`src/hdl/sgmpa_pkg.sv`:
```
// ----------------------------------------------------------------------------
// sgmpa_pkg: shared definitions of the SGM path cost aggregation core
// Field widths, saturation limits, register indexes and the types passed
// between the control and the arithmetic of the core.
// ----------------------------------------------------------------------------
package sgmpa_pkg;

    // Field widths.
    localparam int COST_W     = 12;
    localparam int SUM_W      = 15;
    localparam int PATH_W     = 13;
    localparam int PEN_W      = 12;
    localparam int DISP_W     = 7;
    localparam int CFG_IDX_W  = 2;
    localparam int CFG_DATA_W = 12;

    // Internal arithmetic widths.
    localparam int SMOOTH_W = PATH_W + 1;
    localparam int LSUM_W   = SMOOTH_W + 1;
    localparam int TOT_W    = SUM_W + 1;

    // Saturation limits.
    localparam logic [PATH_W-1:0] PATH_MAX = {PATH_W{1'b1}};
    localparam logic [SUM_W-1:0]  SUM_MAX  = {SUM_W{1'b1}};

    // Defaults of the top level parameters.
    localparam int DEF_MAX_DISPARITIES = 64;
    localparam int DEF_COST_BITS       = 12;

    // Register indexes.
    localparam logic [CFG_IDX_W-1:0] REG_SMALL_PENALTY = 2'd0;
    localparam logic [CFG_IDX_W-1:0] REG_LARGE_PENALTY = 2'd1;
    localparam logic [CFG_IDX_W-1:0] REG_DISPARITIES   = 2'd2;

    // Reset values of the registers.
    localparam logic [PEN_W-1:0]  RST_SMALL_PENALTY = 12'd8;
    localparam logic [PEN_W-1:0]  RST_LARGE_PENALTY = 12'd32;
    localparam logic [DISP_W-1:0] RST_DISPARITIES   = 7'd64;

    // Previous pixel's path costs at d-1, d and d+1.
    typedef struct packed {
        logic [PATH_W-1:0] left;
        logic [PATH_W-1:0] center;
        logic [PATH_W-1:0] right;
    } t_window;

    // Which terms take part in the smoothness minimum.
    typedef struct packed {
        logic first;
        logic has_left;
        logic has_right;
    } t_step_ctl;

endpackage

```
`src/hdl/sgmpa_step_calc.sv`:
```
// ----------------------------------------------------------------------------
// sgmpa_step_calc: path cost arithmetic of one disparity
// Smoothness minimum over the previous pixel's window, subtraction of the
// previous minimum, saturating path cost and saturating running sum.
// ----------------------------------------------------------------------------
module sgmpa_step_calc #(
    parameter int COST_BITS = sgmpa_pkg::DEF_COST_BITS
) (
    input  logic [sgmpa_pkg::COST_W-1:0] i_match_cost,
    input  logic [sgmpa_pkg::SUM_W-1:0]  i_partial_sum,
    input  sgmpa_pkg::t_step_ctl         i_ctl,
    input  sgmpa_pkg::t_window           i_win,
    input  logic [sgmpa_pkg::PATH_W-1:0] i_prev_min,
    input  logic [sgmpa_pkg::PEN_W-1:0]  i_small_pen,
    input  logic [sgmpa_pkg::PEN_W-1:0]  i_large_pen,
    output logic [sgmpa_pkg::PATH_W-1:0] o_path_cost,
    output logic [sgmpa_pkg::SUM_W-1:0]  o_updated_sum
);

    localparam logic [sgmpa_pkg::COST_W-1:0] CostMask =
        (COST_BITS >= sgmpa_pkg::COST_W) ? {sgmpa_pkg::COST_W{1'b1}}
                                         : sgmpa_pkg::COST_W'((1 << COST_BITS) - 1);

    logic [sgmpa_pkg::COST_W-1:0]   w_cost;
    logic [sgmpa_pkg::SMOOTH_W-1:0] w_pmin;
    logic [sgmpa_pkg::SMOOTH_W-1:0] w_smooth;
    logic [sgmpa_pkg::SMOOTH_W-1:0] w_cand_left;
    logic [sgmpa_pkg::SMOOTH_W-1:0] w_cand_right;
    logic [sgmpa_pkg::SMOOTH_W-1:0] w_cand_large;
    logic [sgmpa_pkg::SMOOTH_W-1:0] w_diff;
    logic [sgmpa_pkg::LSUM_W-1:0]   w_lsum;
    logic [sgmpa_pkg::TOT_W-1:0]    w_total;

    assign w_cost       = i_match_cost & CostMask;
    assign w_cand_left  = sgmpa_pkg::SMOOTH_W'(i_win.left) + sgmpa_pkg::SMOOTH_W'(i_small_pen);
    assign w_cand_right = sgmpa_pkg::SMOOTH_W'(i_win.right) + sgmpa_pkg::SMOOTH_W'(i_small_pen);
    assign w_cand_large = sgmpa_pkg::SMOOTH_W'(i_prev_min) + sgmpa_pkg::SMOOTH_W'(i_large_pen);

    always_comb begin
        if (i_ctl.first) begin
            w_smooth = '0;
            w_pmin   = '0;
        end else begin
            w_pmin   = sgmpa_pkg::SMOOTH_W'(i_prev_min);
            w_smooth = sgmpa_pkg::SMOOTH_W'(i_win.center);
            if (i_ctl.has_left && (w_cand_left < w_smooth)) begin
                w_smooth = w_cand_left;
            end
            if (i_ctl.has_right && (w_cand_right < w_smooth)) begin
                w_smooth = w_cand_right;
            end
            if (w_cand_large < w_smooth) begin
                w_smooth = w_cand_large;
            end
        end

        // A smoothness term below the stored minimum only occurs after the
        // disparity count changed between pixels; it then adds nothing.
        w_diff = (w_smooth >= w_pmin) ? (w_smooth - w_pmin) : '0;
        w_lsum = sgmpa_pkg::LSUM_W'(w_cost) + sgmpa_pkg::LSUM_W'(w_diff);

        if (w_lsum > sgmpa_pkg::LSUM_W'(sgmpa_pkg::PATH_MAX)) begin
            o_path_cost = sgmpa_pkg::PATH_MAX;
        end else begin
            o_path_cost = w_lsum[sgmpa_pkg::PATH_W-1:0];
        end

        w_total = sgmpa_pkg::TOT_W'(i_partial_sum) + sgmpa_pkg::TOT_W'(o_path_cost);
        if (w_total > sgmpa_pkg::TOT_W'(sgmpa_pkg::SUM_MAX)) begin
            o_updated_sum = sgmpa_pkg::SUM_MAX;
        end else begin
            o_updated_sum = w_total[sgmpa_pkg::SUM_W-1:0];
        end
    end

endmodule

```
`src/hdl/sgm_path_cost_aggregation_core.sv`:
```
// ----------------------------------------------------------------------------
// sgm_path_cost_aggregation_core: one semi-global matching path step per item
// Streams matching costs of a pixel in disparity order and returns the new
// path cost and the updated running sum of every disparity.
// ----------------------------------------------------------------------------
// The core accepts one transaction per clock while the input is not
// stalled, and returns its result in the next cycle from an output
// register; a stall on the output stalls the input in the same cycle.
// The previous pixel's costs live in a two-bank memory with one read and
// one write port: the read port runs two disparities ahead of the current
// one, and a three-entry window supplies d-1, d and d+1 to the arithmetic.
// A write to the disparity count register triggers a window refetch of
// d-1, d and d+1 during which the input stalls. Memory reset is covered
// by per-entry valid bits, so no clearing pass follows reset.
module sgm_path_cost_aggregation_core #(
    parameter int MAX_DISPARITIES = sgmpa_pkg::DEF_MAX_DISPARITIES,
    parameter int COST_BITS       = sgmpa_pkg::DEF_COST_BITS
) (
    input  logic                             i_clk,
    input  logic                             i_rst_n,

    input  logic                             i_cfg_we,
    input  logic [sgmpa_pkg::CFG_IDX_W-1:0]  i_cfg_index,
    input  logic [sgmpa_pkg::CFG_DATA_W-1:0] i_cfg_data,

    input  logic                             i_in_valid,
    output logic                             o_in_stall,
    input  logic [sgmpa_pkg::COST_W-1:0]     i_match_cost,
    input  logic [sgmpa_pkg::SUM_W-1:0]      i_partial_sum,
    input  logic                             i_line_start,

    output logic                             o_out_valid,
    input  logic                             i_out_stall,
    output logic [sgmpa_pkg::PATH_W-1:0]     o_path_cost,
    output logic [sgmpa_pkg::SUM_W-1:0]      o_updated_sum,
    output logic                             o_pixel_done
);

    localparam int AW    = (MAX_DISPARITIES > 1) ? $clog2(MAX_DISPARITIES) : 1;
    localparam int NW    = $clog2(MAX_DISPARITIES + 1);
    localparam int DEPTH = 2 ** AW;

    typedef enum logic [1:0] {
        ST_RUN   = 2'b01,
        ST_FETCH = 2'b10
    } t_fetch_state;

    // Configuration registers.
    logic [sgmpa_pkg::PEN_W-1:0]  r_small_pen;
    logic [sgmpa_pkg::PEN_W-1:0]  r_large_pen;
    logic [sgmpa_pkg::DISP_W-1:0] r_disp;

    // Pixel state.
    logic [AW-1:0]               r_counter;
    logic [AW-1:0]               n_counter;
    logic [sgmpa_pkg::PATH_W-1:0] r_prev_min;
    logic [sgmpa_pkg::PATH_W-1:0] r_run_min;
    sgmpa_pkg::t_window          r_win;
    logic [sgmpa_pkg::PATH_W-1:0] r_c0;
    logic [sgmpa_pkg::PATH_W-1:0] r_c1;

    // Per-index bank select, written-this-pixel and ever-valid bits.
    logic [DEPTH-1:0] r_sel;
    logic [DEPTH-1:0] n_sel;
    logic [DEPTH-1:0] r_wr;
    logic [DEPTH-1:0] n_wr;
    logic [DEPTH-1:0] r_vld;
    logic [DEPTH-1:0] n_vld;

    // Cost memory and its read path.
    logic [sgmpa_pkg::PATH_W-1:0] mem [0:2*DEPTH-1];
    logic [sgmpa_pkg::PATH_W-1:0] r_mem_q;
    logic [sgmpa_pkg::PATH_W-1:0] r_fwd_data;
    logic                         r_fwd;
    logic                         r_rd_vld;
    logic [sgmpa_pkg::PATH_W-1:0] w_rd;
    logic [AW-1:0]                w_ridx;
    logic [AW:0]                  w_raddr;
    logic [AW:0]                  w_waddr;

    // Refetch sequencer.
    t_fetch_state r_state;
    logic [1:0]   r_fstep;

    // Output register.
    logic                         r_out_valid;
    logic [sgmpa_pkg::PATH_W-1:0] r_path_cost;
    logic [sgmpa_pkg::SUM_W-1:0]  r_updated_sum;
    logic                         r_pixel_done;

    // Current item.
    logic [NW-1:0]                w_n;
    logic [NW-1:0]                w_n_m1;
    logic                         w_last;
    logic [AW-1:0]                w_d;
    logic [AW-1:0]                w_next_eff;
    logic                         w_fire;
    sgmpa_pkg::t_step_ctl         w_ctl;
    logic [sgmpa_pkg::PATH_W-1:0] w_lcost;
    logic [sgmpa_pkg::SUM_W-1:0]  w_sum;
    logic [sgmpa_pkg::PATH_W-1:0] w_new_min;

    // Effective disparity count.
    always_comb begin
        if (32'(r_disp) > 32'(MAX_DISPARITIES)) begin
            w_n = NW'(MAX_DISPARITIES);
        end else if (r_disp < 7'd2) begin
            w_n = NW'(2);
        end else begin
            w_n = NW'(r_disp);
        end
    end

    assign w_n_m1 = w_n - NW'(1);

    // A counter at or past the last disparity makes this the pixel's last item.
    assign w_last = (NW'(r_counter) >= w_n_m1);
    assign w_d    = w_last ? AW'(w_n_m1) : r_counter;

    assign w_ctl.first     = i_line_start;
    assign w_ctl.has_left  = (w_d != '0);
    assign w_ctl.has_right = ((NW'(w_d) + NW'(1)) < w_n);

    assign o_in_stall = (r_state != ST_RUN) || (r_out_valid && i_out_stall);
    assign w_fire     = i_in_valid && !o_in_stall;

    sgmpa_step_calc #(
        .COST_BITS (COST_BITS)
    ) u_calc (
        .i_match_cost  (i_match_cost),
        .i_partial_sum (i_partial_sum),
        .i_ctl         (w_ctl),
        .i_win         (r_win),
        .i_prev_min    (r_prev_min),
        .i_small_pen   (r_small_pen),
        .i_large_pen   (r_large_pen),
        .o_path_cost   (w_lcost),
        .o_updated_sum (w_sum)
    );

    assign w_new_min = (w_lcost < r_run_min) ? w_lcost : r_run_min;

    always_comb begin
        if (!w_fire) begin
            n_counter = r_counter;
        end else if (w_last) begin
            n_counter = '0;
        end else begin
            n_counter = w_d + AW'(1);
        end
        w_next_eff = (NW'(n_counter) >= w_n_m1) ? AW'(w_n_m1) : n_counter;
    end

    // At the end of a pixel every index written during it switches its bank,
    // so the current costs become the previous ones without a copy.
    always_comb begin
        n_sel = r_sel;
        n_vld = r_vld;
        n_wr  = r_wr;
        if (w_fire) begin
            if (w_last) begin
                n_wr = '0;
                for (int i = 0; i < DEPTH; i++) begin
                    if (r_wr[i] || (AW'(i) == w_d)) begin
                        n_sel[i] = ~r_sel[i];
                        n_vld[i] = 1'b1;
                    end
                end
            end else begin
                n_wr[w_d] = 1'b1;
            end
        end
    end

    // The read port fetches the previous cost two disparities ahead, or
    // walks the window positions during a refetch.
    always_comb begin
        if (r_state == ST_FETCH) begin
            w_ridx = w_d - AW'(1) + AW'(r_fstep);
        end else begin
            w_ridx = w_next_eff + AW'(2);
        end
        w_raddr = {n_sel[w_ridx], w_ridx};
        w_waddr = {~r_sel[w_d], w_d};
    end

    assign w_rd = !r_rd_vld ? '0 : (r_fwd ? r_fwd_data : r_mem_q);

    always_ff @(posedge i_clk) begin
        if (w_fire) begin
            mem[w_waddr] <= w_lcost;
        end
        r_mem_q    <= mem[w_raddr];
        r_fwd_data <= w_lcost;
    end

    always_ff @(posedge i_clk) begin
        if (!i_rst_n) begin
            r_fwd    <= 1'b0;
            r_rd_vld <= 1'b0;
        end else begin
            r_fwd    <= w_fire && (w_waddr == w_raddr);
            r_rd_vld <= n_vld[w_ridx];
        end
    end

    // Configuration registers and refetch sequencer.
    always_ff @(posedge i_clk) begin
        if (!i_rst_n) begin
            r_small_pen <= sgmpa_pkg::RST_SMALL_PENALTY;
            r_large_pen <= sgmpa_pkg::RST_LARGE_PENALTY;
            r_disp      <= sgmpa_pkg::RST_DISPARITIES;
            r_state     <= ST_RUN;
            r_fstep     <= '0;
        end else begin
            if (i_cfg_we) begin
                case (i_cfg_index)
                    sgmpa_pkg::REG_SMALL_PENALTY: begin
                        r_small_pen <= i_cfg_data[sgmpa_pkg::PEN_W-1:0];
                    end
                    sgmpa_pkg::REG_LARGE_PENALTY: begin
                        r_large_pen <= i_cfg_data[sgmpa_pkg::PEN_W-1:0];
                    end
                    sgmpa_pkg::REG_DISPARITIES: begin
                        r_disp <= i_cfg_data[sgmpa_pkg::DISP_W-1:0];
                    end
                    default: begin
                    end
                endcase
            end

            if (i_cfg_we && (i_cfg_index == sgmpa_pkg::REG_DISPARITIES)) begin
                r_state <= ST_FETCH;
                r_fstep <= '0;
            end else begin
                case (r_state)
                    ST_FETCH: begin
                        r_fstep <= r_fstep + 2'd1;
                        if (r_fstep == 2'd3) begin
                            r_state <= ST_RUN;
                        end
                    end
                    default: begin
                        r_state <= ST_RUN;
                    end
                endcase
            end
        end
    end

    // Pixel state and window.
    always_ff @(posedge i_clk) begin
        if (!i_rst_n) begin
            r_counter  <= '0;
            r_prev_min <= '0;
            r_run_min  <= sgmpa_pkg::PATH_MAX;
            r_win      <= '0;
            r_sel      <= '0;
            r_wr       <= '0;
            r_vld      <= '0;
        end else begin
            r_counter <= n_counter;
            r_sel     <= n_sel;
            r_wr      <= n_wr;
            r_vld     <= n_vld;

            if (r_state == ST_FETCH) begin
                case (r_fstep)
                    2'd1:    r_win.left   <= w_rd;
                    2'd2:    r_win.center <= w_rd;
                    2'd3:    r_win.right  <= w_rd;
                    default: begin
                    end
                endcase
            end else if (w_fire) begin
                if (w_last) begin
                    r_prev_min   <= w_new_min;
                    r_run_min    <= sgmpa_pkg::PATH_MAX;
                    // Disparities zero and one are written in every pixel.
                    r_win.center <= r_c0;
                    r_win.right  <= (w_d == AW'(1)) ? w_lcost : r_c1;
                end else begin
                    r_run_min    <= w_new_min;
                    r_win.left   <= r_win.center;
                    r_win.center <= r_win.right;
                    r_win.right  <= w_rd;
                end
            end
        end
    end

    always_ff @(posedge i_clk) begin
        if (w_fire && (w_d == '0)) begin
            r_c0 <= w_lcost;
        end
        if (w_fire && (w_d == AW'(1))) begin
            r_c1 <= w_lcost;
        end
    end

    // Output register.
    always_ff @(posedge i_clk) begin
        if (!i_rst_n) begin
            r_out_valid <= 1'b0;
        end else if (w_fire) begin
            r_out_valid <= 1'b1;
        end else if (!i_out_stall) begin
            r_out_valid <= 1'b0;
        end
    end

    always_ff @(posedge i_clk) begin
        if (w_fire) begin
            r_path_cost   <= w_lcost;
            r_updated_sum <= w_sum;
            r_pixel_done  <= w_last;
        end
    end

    assign o_out_valid   = r_out_valid;
    assign o_path_cost   = r_path_cost;
    assign o_updated_sum = r_updated_sum;
    assign o_pixel_done  = r_pixel_done;

    // A pixel in progress has always written its first disparity.
    a_first_written: assert property (@(posedge i_clk) disable iff (!i_rst_n)
        (r_counter != '0) |-> r_wr[0])
        else $error("pixel in progress without disparity zero written");

    a_pixel_end_clears: assert property (@(posedge i_clk) disable iff (!i_rst_n)
        (w_fire && w_last) |=> ((r_counter == '0) && (r_wr == '0)))
        else $error("pixel end did not clear counter and written bits");

    a_run_min_tracks: assert property (@(posedge i_clk) disable iff (!i_rst_n)
        (w_fire && !w_last) |=> (r_run_min <= $past(w_lcost)))
        else $error("running minimum above the latest path cost");

    a_result_follows: assert property (@(posedge i_clk) disable iff (!i_rst_n)
        w_fire |=> (r_out_valid && (r_pixel_done == $past(w_last))))
        else $error("accepted transaction did not load the output register");

    a_fetch_blocks: assert property (@(posedge i_clk) disable iff (!i_rst_n)
        (i_cfg_we && (i_cfg_index == sgmpa_pkg::REG_DISPARITIES)) |=> o_in_stall)
        else $error("input open right after a disparity count write");

endmodule

```
`config.mk`:
```
export PLATFORM = sky130hd
export DESIGN_NAME = sgm_path_cost_aggregation_core
export DESIGN_NICKNAME = d
export VERILOG_FILES = /design/src/hdl/sgmpa_pkg.sv /design/src/hdl/sgmpa_step_calc.sv /design/src/hdl/sgm_path_cost_aggregation_core.sv
export SDC_FILE = /design/constraint.sdc
export NUM_CORES = 2
export LEC_CHECK = 0
export BUFFER_PORTS_ARGS = -buffer_cell sky130_fd_sc_hd__buf_2
export CAP_MARGIN = 20
export CORE_MARGIN = 4
export CORE_UTILIZATION = 32
export DETAILED_ROUTE_END_ITERATION = 8
export PLACE_DENSITY = 0.57
export SLEW_MARGIN = 20
export SYNTH_ARGS = -nofsm -noshare
export SYNTH_HDL_FRONTEND = slang
export SYNTH_SLANG_ARGS = --single-unit
```
`constraint.sdc`:
```
create_clock -name i_clk -period 35.3 [get_ports i_clk]
set_input_delay 7.06 -clock i_clk [delete_from_list [all_inputs] [get_ports i_clk]]
set_output_delay 7.06 -clock i_clk [all_outputs]
set_load 0.01 [all_outputs]
```
==> impl_metrics.json <==
{
  "run_status": "finished, final reports clean",
  "critPathArrivalTime_ns": 23.95,
  "grt_usage_pct": 18.2,
  "rr_worst_depth": 81,
  "syn_inst": 7867,
  "whs_endpoint": "r_vld[22]",
  "cts_root_buffer": "clkbuf_16",
  "initial_utilization_pct": 32.3,
  "power_density_mw_per_mm2": 80.9,
  "hold_class": "flop to flop",
  "wl_per_cell_um": 23.0,
  "cts_sinks": 2046,
  "drt_iter0_drc": 6902,
  "hold_path_depth": 1,
  "fill_cells": 26600,
  "cts-buffers-inserted": 208,
  "cap_violations": 0,
  "ys_warn_count": 0,
  "hp-start": "r_vld[22]",
  "syn_area_mm2": 0.0886,
  "num_vias": 61900,
  "synth_edf_count": 1719,
  "worst_setup_path_start_kind": "flop",
  "reg2reg_to": "r_run_min[12]",
  "skew_ns": 0.0867,
  "irDropWorstVdd_v": 0.000207,
  "multi_input_area_mm2": 0.0284,
  "clockBufferDepth": 3,
  "slew_viol_final": 0,
  "die-area_mm2": 0.285,
  "cts_setup_buffers": 0,
  "dp_hpwl_um": 158000,
  "dieHeight_um": 534,
  "hold_viol_final": 0,
  "ant_nets": 0,
  "core_area_mm2": 0.275,
  "insertion_delay_ns": 0.90,
  "crit_type": "flop to flop",
  "cts_resized": 0,
  "period_needed_ns": 23.26,
  "final_cell_mix": "nand2_1 (1,892), edfxtp_1 (1,719), nand3_1 (679), nor2_1 (381), a21oi_1 (366)",
  "async_flop_share_pct": 0,
  "numPlacedInstances": 11300,
  "drc": 0,
  "critPathMaxFanout": 83,
  "cts_tree": "built",
  "h-tree-depth": 4,
  "area_growth_syn_to_layout_pct": 13.2,
  "slew_headroom_pct": 23.1,
  "yosysSeqAreaShare_pct": 65.7,
  "syn_nets": 8086,
  "gp_congestion": 0.871,
  "via_per_inst": 5.30,
  "dr.pass1.iters": 6,
  "finalSetupViolations": 0,
  "tns_ns": 0,
  "num_rows": 192,
  "critPathRequiredTime_ns": 35.99,
  "cts_hold_buf": 0,
  "overflow": 0,
  "critPathCaptureType": "flop",
  "rsz0062_at_grt": "no",
  "design_area_mm2": 0.100,
  "synth_cell_types": 80,
  "p_leak_nw": 34.8,
  "placed_cell_area_mm2": 0.0934,
  "clkTransAtPathRegs_ns": 0.06,
  "syn_avg_cell_area_um2": 11.3,
  "grt_pass1_wl_um": 398000,
  "power_mw": 8.11,
  "post-route-period-util_pct": 65.9,
  "critPathMaxStageDelay_ns": 0.91,
  "max_freq_ghz": 0.0430,
  "place.port_buffers": 77,
  "layout_commonest_cell": "nand2_1",
  "routed_wl_um": 269000,
  "rrSetupSlack_ns": 12.04,
  "ys.flop_type": "edfxtp_1",
  "cp_common_cell": "a21oi_1",
  "r2r-start": "r_disp[2]",
  "register_area_mm2": 0.0582,
  "grt_pass1_vias": 59000,
  "instances_no_fill": 11700,
  "yosys_register_bits": 2046,
  "grt_start_max_net_pins": 179,
  "cp_slowest_cell": "ha_1",
  "drive_gt1_share_pct": 8.96,
  "nets": 8037,
  "worst_pin_slew_ns": 1.15,
  "antenna_found_initial": 13,
  "ios": 78,
  "die_w_um": 534
}
==> worst max-delay path by stage <==
stage,depth (start not counted),to,start
2_1_floorplan,95,o_updated_sum[10],r_disp[2]
3_3_place_gp,81,r_run_min[12],r_disp[2]
3_5_place_dp,81,r_run_min[1],r_disp[2]
4_1_cts,81,r_run_min[12],r_disp[2]
5_1_grt,81,r_run_min[1],r_disp[2]
6_report,81,r_run_min[12],r_disp[2]
==> final cells by class <==
class,instances,area share (%)
clock buffer,259,5.52
antenna,3,0.00748
timing repair buffer,259,1.89
clock inverter,128,1.27
inverter,111,0.450
sequential,2046,58.0
multi-input combinational,5192,28.3
tap,3686,4.60
==> synthesized netlist by cell type, types with 34 or more instances <==
cell / count / area share, %
edfxtp_1: 1719 / 58
buf_2: 44 / 0.25
nor2b_1: 134 / 0.95
nand4_1: 42 / 0.30
a21boi_0: 51 / 0.43
buf_1: 78 / 0.33
clkbuf_1: 396 / 1.7
xnor2_1: 118 / 1.2
a31oi_1: 211 / 1.5
nor3_1: 61 / 0.34
inv_1: 106 / 0.45
o21ai_0: 179 / 1.0
and3_1: 120 / 0.85
a311oi_1: 148 / 1.5
nand2_1: 1894 / 8.0
nor2_1: 450 / 1.9
a21oi_1: 369 / 2.1
o21a_1: 54 / 0.46
nand2b_1: 34 / 0.24
dfxtp_1: 327 / 7.4
mux2i_1: 107 / 1.2
nand3_1: 682 / 3.9
a21o_1: 40 / 0.34
ha_1: 165 / 2.3
==> flip-flops by register name, summed over array words and instances (netlist names), 12 cells and up <==
signal / count
r_c0: 13
r_c1: 13
r_sel: 64
o_updated_sum: 15
r_fwd_data: 13
r_wr: 64
r_large_pen: 12
r_mem_q: 13
r_prev_min: 13
r_run_min: 13
r_small_pen: 12
mem: 1664
o_path_cost: 13
r_win: 39
r_vld: 64
==> worst max-delay path, delay by kind of cell, from the launching register on <==
family          cells  cell delay, ns
buf+inv             6            2.29
mux                 5            1.90
xor+xnor            1            0.52
flops               1            0.37
simple gates       19            5.57
compound gates     38            7.94
fa+ha+maj          12            4.39
==> power breakdown <==
| group | switching, mW | leakage [nW] | internal, mW |
|---|---|---|---|
| registers | 0.0305 | 18.0 | 3.70 |
| logic | 1.80 | 13.4 | 0.382 |
| clock network | 0.959 | 3.34 | 1.24 |
| total | 2.79 | 34.8 | 5.32 |
==> per-layer routing <==
metal	global-route usage [%]	routed length [µm]	vias to the layer above	share of wire [%]
met1	25.7	118000	30900	44
li1	-	-	28300	-
met5	0	22	-	0.0082
met2	28.8	123000	2366	46
met3	2.87	19300	401	7.2
met4	5.95	8330	4	3.1
==> logic make-up after synthesis <==
logic type	after synthesis	share of synthesized area, %
and+or+nand+nor	3475	16.9
DFF	2046	65.7
AOI/OAI and AO/OA	1283	9.40
buffers and inverters	629	2.73
adders and majority gates	174	2.51
xor gates and xnor gates	133	1.31
muxes	126	1.47
other	1	0.00423
==> per-stage QoR <==
| step | worst slack (ns) | hold WS (ns) | utilization, % |
|---|---|---|---|
| 2_1_floorplan | 14.15 | 0.432 | - |
| 3_3_place_gp | 12.57 | 0.443 | 34.0 |
| 3_5_place_dp | 12.36 | 0.454 | 34.0 |
| 4_1_cts | 12.26 | 0.468 | 36.5 |
| 5_1_grt | 9.98 | 0.479 | 36.5 |
| 6_report | 12.04 | 0.466 | 36.5 |
(Power assumes the default switching activity.)
